### src/rtl/cvsd_pkg.sv
// ----------------------------------------------------------------------------
// cvsd_pkg
// Shared widths, constants, register indexes and types of the CAN vehicle
// status decoder.
// ----------------------------------------------------------------------------
package cvsd_pkg;

	localparam int unsigned IdW      = 29;
	localparam int unsigned LenW     = 4;
	localparam int unsigned ByteW    = 8;
	localparam int unsigned WordW    = 16;
	localparam int unsigned SeqW     = 32;
	localparam int unsigned CfgIdxW  = 2;
	localparam int unsigned CfgDataW = 29;

	// Minimum payload bytes for each frame kind
	localparam logic [LenW-1:0] PtMinLen = LenW'(6);
	localparam logic [LenW-1:0] ChMinLen = LenW'(2);

	// Identifier reset values
	localparam logic [IdW-1:0] PtIdReset = IdW'(256);
	localparam logic [IdW-1:0] ChIdReset = IdW'(257);

	// Configuration register indexes
	typedef enum logic [CfgIdxW-1:0] {
		REG_POWERTRAIN_ID = 2'd0,
		REG_CHASSIS_ID    = 2'd1,
		REG_REQUIRE_BOTH  = 2'd2
	} cfg_reg_t;

	// One received CAN frame
	typedef struct packed {
		logic             is_remote;
		logic [IdW-1:0]   frame_id;
		logic [LenW-1:0]  data_length;
		logic [ByteW-1:0] byte0;
		logic [ByteW-1:0] byte1;
		logic [ByteW-1:0] byte2;
		logic [ByteW-1:0] byte3;
		logic [ByteW-1:0] byte4;
		logic [ByteW-1:0] byte5;
	} frame_t;

	// One emitted snapshot
	typedef struct packed {
		logic [WordW-1:0] speed_centi_kph;
		logic [WordW-1:0] engine_rpm;
		logic [ByteW-1:0] gear;
		logic [ByteW-1:0] status_bits;
		logic [WordW-1:0] steering_raw;
		logic [SeqW-1:0]  sequence_number;
	} snap_t;

	// Configuration seen by the classifier
	typedef struct packed {
		logic [IdW-1:0] powertrain_id;
		logic [IdW-1:0] chassis_id;
		logic           require_both;
	} cfg_t;

	// Seen flags held across frames
	typedef struct packed {
		logic powertrain;
		logic chassis;
	} seen_t;

	// Decision for one frame
	typedef struct packed {
		logic pt_hit;
		logic ch_hit;
		logic emit;
	} decision_t;

endpackage

### src/rtl/cvsd_if.sv
// ----------------------------------------------------------------------------
// cvsd interfaces
// Valid/ready channels for frames, snapshots and configuration writes.
// ----------------------------------------------------------------------------
interface cvsd_frame_if;
	logic                        valid;
	logic                        ready;
	logic                        is_remote;
	logic [cvsd_pkg::IdW-1:0]    frame_id;
	logic [cvsd_pkg::LenW-1:0]   data_length;
	logic [cvsd_pkg::ByteW-1:0]  byte0;
	logic [cvsd_pkg::ByteW-1:0]  byte1;
	logic [cvsd_pkg::ByteW-1:0]  byte2;
	logic [cvsd_pkg::ByteW-1:0]  byte3;
	logic [cvsd_pkg::ByteW-1:0]  byte4;
	logic [cvsd_pkg::ByteW-1:0]  byte5;

	modport source (
		output valid, is_remote, frame_id, data_length,
		output byte0, byte1, byte2, byte3, byte4, byte5,
		input  ready
	);
	modport sink (
		input  valid, is_remote, frame_id, data_length,
		input  byte0, byte1, byte2, byte3, byte4, byte5,
		output ready
	);
endinterface

interface cvsd_snap_if;
	logic                        valid;
	logic                        ready;
	logic [cvsd_pkg::WordW-1:0]  speed_centi_kph;
	logic [cvsd_pkg::WordW-1:0]  engine_rpm;
	logic [cvsd_pkg::ByteW-1:0]  gear;
	logic [cvsd_pkg::ByteW-1:0]  status_bits;
	logic [cvsd_pkg::WordW-1:0]  steering_raw;
	logic [cvsd_pkg::SeqW-1:0]   sequence_number;

	modport source (
		output valid, speed_centi_kph, engine_rpm, gear, status_bits,
		output steering_raw, sequence_number,
		input  ready
	);
	modport sink (
		input  valid, speed_centi_kph, engine_rpm, gear, status_bits,
		input  steering_raw, sequence_number,
		output ready
	);
endinterface

interface cvsd_cfg_if;
	logic                           valid;
	logic                           ready;
	logic [cvsd_pkg::CfgIdxW-1:0]   index;
	logic [cvsd_pkg::CfgDataW-1:0]  data;

	modport source (output valid, index, data, input ready);
	modport sink (input valid, index, data, output ready);
endinterface

### src/rtl/cvsd_classify.sv
// ----------------------------------------------------------------------------
// cvsd_classify
// Sorts one frame into powertrain, chassis or ignored, and decides whether
// it publishes a snapshot.
// ----------------------------------------------------------------------------
module cvsd_classify (
	input  cvsd_pkg::frame_t    item,
	input  cvsd_pkg::cfg_t      cfg,
	input  cvsd_pkg::seen_t     seen,
	output cvsd_pkg::decision_t decision
);

	logic pt_match;
	logic ch_match;
	logic pt_seen_next;
	logic ch_seen_next;

	// Match identifiers; the powertrain match wins when both ids are equal
	assign pt_match = (item.frame_id == cfg.powertrain_id);
	assign ch_match = !pt_match && (item.frame_id == cfg.chassis_id);

	// Drop remote and short frames
	assign decision.pt_hit = !item.is_remote && pt_match
		&& (item.data_length >= cvsd_pkg::PtMinLen);
	assign decision.ch_hit = !item.is_remote && ch_match
		&& (item.data_length >= cvsd_pkg::ChMinLen);

	// Hold back output until both kinds are seen when required
	assign pt_seen_next = seen.powertrain || decision.pt_hit;
	assign ch_seen_next = seen.chassis || decision.ch_hit;
	assign decision.emit = (decision.pt_hit || decision.ch_hit)
		&& (!cfg.require_both || (pt_seen_next && ch_seen_next));

endmodule

### src/rtl/can_vehicle_status_decoder_core.sv
// ----------------------------------------------------------------------------
// can_vehicle_status_decoder_core
// Pipeline: a frame is registered in the input register, then decoded into
//   the snapshot register, which offers its snapshot; while the snapshot
//   register is held by back-pressure, the frame waits in the input register.
// Throughput: one frame per cycle while the snapshot register is free or draining.
// Reset: asynchronous, active low; clears held signals, seen flags, sequence
//   counter and valids, and loads the identifier registers with 256 and 257.
// ----------------------------------------------------------------------------
module can_vehicle_status_decoder_core (
	input  logic           clk,
	input  logic           arst_n,
	cvsd_frame_if.sink     frame,
	cvsd_snap_if.source    snapshot,
	cvsd_cfg_if.sink       cfg
);

	cvsd_pkg::cfg_t      cfg_q;
	cvsd_pkg::seen_t     seen_q;
	cvsd_pkg::frame_t    in_item;
	cvsd_pkg::frame_t    item_s1;
	cvsd_pkg::decision_t decision;
	cvsd_pkg::snap_t     snap_next;
	cvsd_pkg::snap_t     snap_s2;

	logic                         valid_s1;
	logic                         valid_s2;
	logic                         advance_s1;
	logic [cvsd_pkg::WordW-1:0]   speed_q;
	logic [cvsd_pkg::WordW-1:0]   rpm_q;
	logic [cvsd_pkg::ByteW-1:0]   gear_q;
	logic [cvsd_pkg::ByteW-1:0]   status_q;
	logic [cvsd_pkg::WordW-1:0]   steering_q;
	logic [cvsd_pkg::SeqW-1:0]    seq_q;

	// Configuration writes are always taken
	assign cfg.ready = 1'b1;

	always_ff @(posedge clk or negedge arst_n) begin
		if (!arst_n) begin
			cfg_q.powertrain_id <= cvsd_pkg::PtIdReset;
			cfg_q.chassis_id    <= cvsd_pkg::ChIdReset;
			cfg_q.require_both  <= 1'b0;
		end else if (cfg.valid) begin
			unique case (cfg.index)
				cvsd_pkg::REG_POWERTRAIN_ID: cfg_q.powertrain_id <= cfg.data[cvsd_pkg::IdW-1:0];
				cvsd_pkg::REG_CHASSIS_ID:    cfg_q.chassis_id    <= cfg.data[cvsd_pkg::IdW-1:0];
				cvsd_pkg::REG_REQUIRE_BOTH:  cfg_q.require_both  <= cfg.data[0];
				default: ;
			endcase
		end
	end

	// Gather the frame fields
	assign in_item = '{
		is_remote:   frame.is_remote,
		frame_id:    frame.frame_id,
		data_length: frame.data_length,
		byte0:       frame.byte0,
		byte1:       frame.byte1,
		byte2:       frame.byte2,
		byte3:       frame.byte3,
		byte4:       frame.byte4,
		byte5:       frame.byte5
	};

	// Advance stage 1 whenever the snapshot register is free or draining
	assign advance_s1  = valid_s1 && (!valid_s2 || snapshot.ready);
	assign frame.ready = !valid_s1 || advance_s1;

	// Input register
	always_ff @(posedge clk or negedge arst_n) begin
		if (!arst_n) begin
			valid_s1 <= 1'b0;
		end else if (frame.ready) begin
			valid_s1 <= frame.valid;
		end
	end

	always_ff @(posedge clk) begin
		if (frame.ready && frame.valid) begin
			item_s1 <= in_item;
		end
	end

	cvsd_classify u_classify (
		.item     (item_s1),
		.cfg      (cfg_q),
		.seen     (seen_q),
		.decision (decision)
	);

	// Build the snapshot from the updated signals
	always_comb begin
		snap_next.speed_centi_kph = decision.pt_hit ? {item_s1.byte1, item_s1.byte0} : speed_q;
		snap_next.engine_rpm      = decision.pt_hit ? {item_s1.byte3, item_s1.byte2} : rpm_q;
		snap_next.gear            = decision.pt_hit ? item_s1.byte4 : gear_q;
		snap_next.status_bits     = decision.pt_hit ? item_s1.byte5 : status_q;
		snap_next.steering_raw    = decision.ch_hit ? {item_s1.byte1, item_s1.byte0} : steering_q;
		snap_next.sequence_number = seq_q;
	end

	// Update held signals, seen flags and sequence counter
	always_ff @(posedge clk or negedge arst_n) begin
		if (!arst_n) begin
			speed_q    <= '0;
			rpm_q      <= '0;
			gear_q     <= '0;
			status_q   <= '0;
			steering_q <= '0;
			seq_q      <= '0;
			seen_q     <= '0;
		end else if (advance_s1) begin
			speed_q            <= snap_next.speed_centi_kph;
			rpm_q              <= snap_next.engine_rpm;
			gear_q             <= snap_next.gear;
			status_q           <= snap_next.status_bits;
			steering_q         <= snap_next.steering_raw;
			seen_q.powertrain  <= seen_q.powertrain || decision.pt_hit;
			seen_q.chassis     <= seen_q.chassis || decision.ch_hit;
			if (decision.emit) begin
				seq_q <= seq_q + cvsd_pkg::SeqW'(1);
			end
		end
	end

	// Snapshot register
	always_ff @(posedge clk or negedge arst_n) begin
		if (!arst_n) begin
			valid_s2 <= 1'b0;
		end else if (!valid_s2 || snapshot.ready) begin
			valid_s2 <= advance_s1 && decision.emit;
		end
	end

	always_ff @(posedge clk) begin
		if (advance_s1 && decision.emit) begin
			snap_s2 <= snap_next;
		end
	end

	assign snapshot.valid           = valid_s2;
	assign snapshot.speed_centi_kph = snap_s2.speed_centi_kph;
	assign snapshot.engine_rpm      = snap_s2.engine_rpm;
	assign snapshot.gear            = snap_s2.gear;
	assign snapshot.status_bits     = snap_s2.status_bits;
	assign snapshot.steering_raw    = snap_s2.steering_raw;
	assign snapshot.sequence_number = snap_s2.sequence_number;

endmodule
### src/flat_wrapper.sv
// flat-port wrapper written by rule: the top's interface ports become plain ports
module can_vehicle_status_decoder_core_flat 
  (clk, arst_n, frame_valid, frame_is_remote, frame_frame_id, frame_data_length, frame_byte0, frame_byte1, frame_byte2, frame_byte3, frame_byte4, frame_byte5, frame_ready, snapshot_valid, snapshot_speed_centi_kph, snapshot_engine_rpm, snapshot_gear, snapshot_status_bits, snapshot_steering_raw, snapshot_sequence_number, snapshot_ready, cfg_valid, cfg_index, cfg_data, cfg_ready);
  cvsd_frame_if frame_i ();
  cvsd_snap_if snapshot_i ();
  cvsd_cfg_if cfg_i ();
  input  logic clk;
  input  logic arst_n;
  input wire logic [$bits(frame_i.valid)-1:0] frame_valid;
  input wire logic [$bits(frame_i.is_remote)-1:0] frame_is_remote;
  input wire logic [$bits(frame_i.frame_id)-1:0] frame_frame_id;
  input wire logic [$bits(frame_i.data_length)-1:0] frame_data_length;
  input wire logic [$bits(frame_i.byte0)-1:0] frame_byte0;
  input wire logic [$bits(frame_i.byte1)-1:0] frame_byte1;
  input wire logic [$bits(frame_i.byte2)-1:0] frame_byte2;
  input wire logic [$bits(frame_i.byte3)-1:0] frame_byte3;
  input wire logic [$bits(frame_i.byte4)-1:0] frame_byte4;
  input wire logic [$bits(frame_i.byte5)-1:0] frame_byte5;
  output wire logic [$bits(frame_i.ready)-1:0] frame_ready;
  output wire logic [$bits(snapshot_i.valid)-1:0] snapshot_valid;
  output wire logic [$bits(snapshot_i.speed_centi_kph)-1:0] snapshot_speed_centi_kph;
  output wire logic [$bits(snapshot_i.engine_rpm)-1:0] snapshot_engine_rpm;
  output wire logic [$bits(snapshot_i.gear)-1:0] snapshot_gear;
  output wire logic [$bits(snapshot_i.status_bits)-1:0] snapshot_status_bits;
  output wire logic [$bits(snapshot_i.steering_raw)-1:0] snapshot_steering_raw;
  output wire logic [$bits(snapshot_i.sequence_number)-1:0] snapshot_sequence_number;
  input wire logic [$bits(snapshot_i.ready)-1:0] snapshot_ready;
  input wire logic [$bits(cfg_i.valid)-1:0] cfg_valid;
  input wire logic [$bits(cfg_i.index)-1:0] cfg_index;
  input wire logic [$bits(cfg_i.data)-1:0] cfg_data;
  output wire logic [$bits(cfg_i.ready)-1:0] cfg_ready;
  assign frame_i.valid = frame_valid;
  assign frame_i.is_remote = frame_is_remote;
  assign frame_i.frame_id = frame_frame_id;
  assign frame_i.data_length = frame_data_length;
  assign frame_i.byte0 = frame_byte0;
  assign frame_i.byte1 = frame_byte1;
  assign frame_i.byte2 = frame_byte2;
  assign frame_i.byte3 = frame_byte3;
  assign frame_i.byte4 = frame_byte4;
  assign frame_i.byte5 = frame_byte5;
  assign frame_ready = frame_i.ready;
  assign snapshot_valid = snapshot_i.valid;
  assign snapshot_speed_centi_kph = snapshot_i.speed_centi_kph;
  assign snapshot_engine_rpm = snapshot_i.engine_rpm;
  assign snapshot_gear = snapshot_i.gear;
  assign snapshot_status_bits = snapshot_i.status_bits;
  assign snapshot_steering_raw = snapshot_i.steering_raw;
  assign snapshot_sequence_number = snapshot_i.sequence_number;
  assign snapshot_i.ready = snapshot_ready;
  assign cfg_i.valid = cfg_valid;
  assign cfg_i.index = cfg_index;
  assign cfg_i.data = cfg_data;
  assign cfg_ready = cfg_i.ready;
  can_vehicle_status_decoder_core u_core (.clk(clk), .arst_n(arst_n), .frame(frame_i), .snapshot(snapshot_i), .cfg(cfg_i));
endmodule
### config.mk
export PLATFORM = sky130hd
export DESIGN_NAME = can_vehicle_status_decoder_core_flat
export DESIGN_NICKNAME = d
export VERILOG_FILES = /design/src/rtl/cvsd_pkg.sv /design/src/rtl/cvsd_if.sv /design/src/rtl/cvsd_classify.sv /design/src/rtl/can_vehicle_status_decoder_core.sv /design/src/flat_wrapper.sv
export SDC_FILE = /design/constraint.sdc
export NUM_CORES = 1
export LEC_CHECK = 0
export BUFFER_PORTS_ARGS = -buffer_cell sky130_fd_sc_hd__buf_2
export CELL_PAD_IN_SITES_DETAIL_PLACEMENT = 0
export CELL_PAD_IN_SITES_GLOBAL_PLACEMENT = 1
export CORE_ASPECT_RATIO = 0.6
export CORE_MARGIN = 2
export CORE_UTILIZATION = 51
export CTS_CLUSTER_DIAMETER = 80
export DETAILED_ROUTE_END_ITERATION = 10
export PLACE_DENSITY_LB_ADDON = 0.08
export SYNTH_ARGS = -nofsm -noshare
export SYNTH_HDL_FRONTEND = slang
export SYNTH_HIERARCHICAL = 1
export SYNTH_SLANG_ARGS = --single-unit
### constraint.sdc
create_clock -name clk -period 20.3 [get_ports clk]
set_input_delay 6.09 -clock clk [delete_from_list [all_inputs] [get_ports clk]]
set_output_delay 6.09 -clock clk [all_outputs]
set_load 0.03 [all_outputs]
==> impl_metrics.py <==
metrics = {
    "place": {
        "dp_hpwl_mm": 18.2,
        "dpl_cell_area_mm2": 0.0146,
        "number_of_i_o_port_buffers": 214,
        "place_congestion": 0.805,
    },
    "setup_path": {
        "critical_path.startpoint_type": "input pin",
        "slowest_delay_ns": 0.31,
        "worst-path-max-fanout": 3,
        "critical_path_required_ns": 14.21,
        "worst_setup_path_end_kind": "primary output",
        "worst_setup_path_category": "in -> out",
        "critPathSlowestCell": "sky130_fd_sc_hd__nor2b_1",
        "cpMostUsedCell": "sky130_fd_sc_hd__buf_2",
        "cp_data_arrival_time_ns": 6.88,
        "crit_chain": "buf_2 > nor2b_1 > nand2_1 > buf_2",
    },
    "timing": {
        "fin_worst_skew_ns": 0.0192,
        "setup_viol_count_final": 0,
        "setup-tns-final_ns": 0,
        "max_slew.worst_pin.slew_ns": 1.01,
        "timing_hold_violations_final": 0,
        "maxSlewViolCount": 0,
        "min_period_ns": 12.97,
        "hold-worst-slack_ns": 0.446,
        "worst_case_headroom_to_the_max_slew_limit_pct": 32.1,
        "fin_crit_sh_pct": 63.9,
        "unrepaired_setup_endpoints_after_global_routing": "no",
        "max_freq_ghz": 0.0771,
    },
    "clock_network": {
        "clock_sinks": 336,
        "cts.reportedPaths.clkPinSlew_ns": 0.06,
        "post_cts.resized_instances": 0,
        "cts.repair_timing.setup_buffer_count": 0,
        "cts.hold.buffers_added": 0,
        "htreeDepth": 1,
        "cts-root-to-sink-buffers": 3,
        "cts_root_buffer": "sky130_fd_sc_hd__clkbuf_16",
        "clock_tree_from_tritoncts": "yes",
        "cts_made_buffers": 31,
        "clock_insertion_delay_worst_skew_ns": 0.57,
    },
    "die": {
        "ioPinCount": 217,
        "die_y_um": 128,
        "design.die.area_mm2": 0.0271,
        "std_cell_rows": 45,
        "die_x_um": 211,
        "core_box_area_mm2": 0.0253,
        "floorplan.initialDensity_pct": 52.0,
    },
    "synthesis": {
        "mappedNetlistArea_mm2": 0.0131,
        "synth.avg_cell_area_um2": 17.5,
        "syn-num-nets": 870,
        "synthCells": 751,
        "synth_warnings": 6,
    },
    "drt": {
        "wl_per_cell_um": 20.6,
        "routed-via-count": 7156,
        "route.detailed.vias_per_inst": 5.35,
        "drt_wl_total_mm": 27.6,
        "dr.first_iter.drc_count": 417,
        "ant_nets": 0,
        "drt_pass1_iterations": 5,
        "drc": 0,
    },
    "cells_and_area": {
        "most_common_library_cell_in_the_layout_ignoring_fill_and_taps": "sky130_fd_sc_hd__buf_2",
        "layout.cells.most_common_list": "213 x sky130_fd_sc_hd__buf_2, 178 x sky130_fd_sc_hd__mux2_2, 177 x sky130_fd_sc_hd__edfxtp_1, 156 x sky130_fd_sc_hd__dfrtp_1, 45 x sky130_fd_sc_hd__xnor2_1",
        "fillCellCount": 1864,
        "nNetsFinal": 1101,
        "drive_above_1_share_pct": 48.3,
        "area.sequential_mm2": 0.00930,
        "stdcell_area_mm2": 0.0156,
        "layout.core_utilization_pct": 61.8,
        "multi_input_area_mm2": 0.00375,
        "area.growth.synth_to_final_pct": 19.0,
    },
    "status": {
        "outcome": "completed",
    },
    "pwr": {
        "design_power_total_uw": 1440,
        "powerDensity_mw_per_mm2": 92.2,
        "leakage_power_of_the_design_uw": 0.00634,
        "worst_ir_drop_vdd_mv": 0.0626,
    },
    "global_routing": {
        "grt.overflow.total": 0,
        "number_of_antenna_violations_at_the_first_check_in_global_routing": 7,
        "gr-usage-all-layers_pct": 20.7,
        "grt_util_met3_pct": 5.10,
        "grt_pass1_wl_mm": 42.5,
        "met2_usage_pct": 31.1,
        "gr-usage-met1_pct": 30.9,
        "global_route.peak_usage_layer": "met2",
        "number_of_global_route_vias_before_repair": 7535,
        "maximum_number_of_pins_on_one_net_before_global_route_repair": 100,
    },
    "flow_run": {
        "max-cap-violations": 0,
    },
    "worst_hold_path": {
        "worst_min_delay_path_category": "reg -> reg",
    },
}
## stage by stage
stage | instances | worst slack (ns)
after floorplan | 751 | 7.73
after global placement | 1278 | 7.37
after detailed placement | 1278 | 7.34
after CTS | 1336 | 7.32
after global routing | 1337 | 7.26
final | 1337 | 7.33
## path summary, 6_finish.rpt
kind | start | slack [ns] | depth (start not counted) | end
max | snapshot_ready | 7.33 | 4 | frame_ready
min | u_core/seen_q[1] | 0.45 | 1 | u_core/seen_q[1]
max reg2reg | u_core/item_s1[60] | 16.14 | 9 | u_core/seq_q[22]
min reg2reg | u_core/seen_q[1] | 0.45 | 1 | u_core/seen_q[1]
max in group asynchronous | arst_n | 13.22 | 2 | u_core/speed_q[7]
min in group asynchronous | arst_n | 5.61 | 1 | u_core/cfg_q[45]
## layer usage
metal / wire, um / up-vias / share of wire, %
met3: 1880 / 51 / 6.8
met4: 480 / 10 / 1.7
met1: 13000 / 3629 / 47
met5: 67 / - / 0.24
li1: - / 3265 / -
met2: 12100 / 201 / 44
## cell type report
class / instances / area share [%]
antenna: 1 / 0.0160
multi-input combinational: 389 / 24.0
clock inverter: 17 / 0.816
tap: 329 / 2.63
clock buffer: 41 / 5.73
inverter: 3 / 0.0720
sequential: 336 / 59.5
timing repair buffer: 221 / 7.23
## worst max-delay path: cells and delay by family
kind / cells / cell delay, ns
buffers and inverters: 2 / 0.31
AND/OR/NAND/NOR: 2 / 0.47
## state kept, by name (all words and copies together) (netlist names)
register                         flops
u_core/item_s1                      81
u_core/cfg_q                        59
u_core/seq_q                        32
u_core/snapshot.sequence_number     32
u_core/rpm_q                        16
u_core/snapshot.engine_rpm          16
u_core/snapshot.speed_centi_kph     16
u_core/snapshot.steering_raw        16
u_core/speed_q                      16
u_core/steering_q                   16
u_core/gear_q                        8
u_core/snapshot.gear                 8
u_core/snapshot.status_bits          8
u_core/status_q                      8
u_core/seen_q                        2
u_core/snapshot.valid                1
u_core/valid_s1                      1
## power by group
group / total [uW] / switching [uW] / internal (uW)
Clock: 579 / 254 / 325
Combinational: 92.3 / 46.7 / 45.6
Sequential: 770 / 20.1 / 750
(Power assumes the default switching activity.)
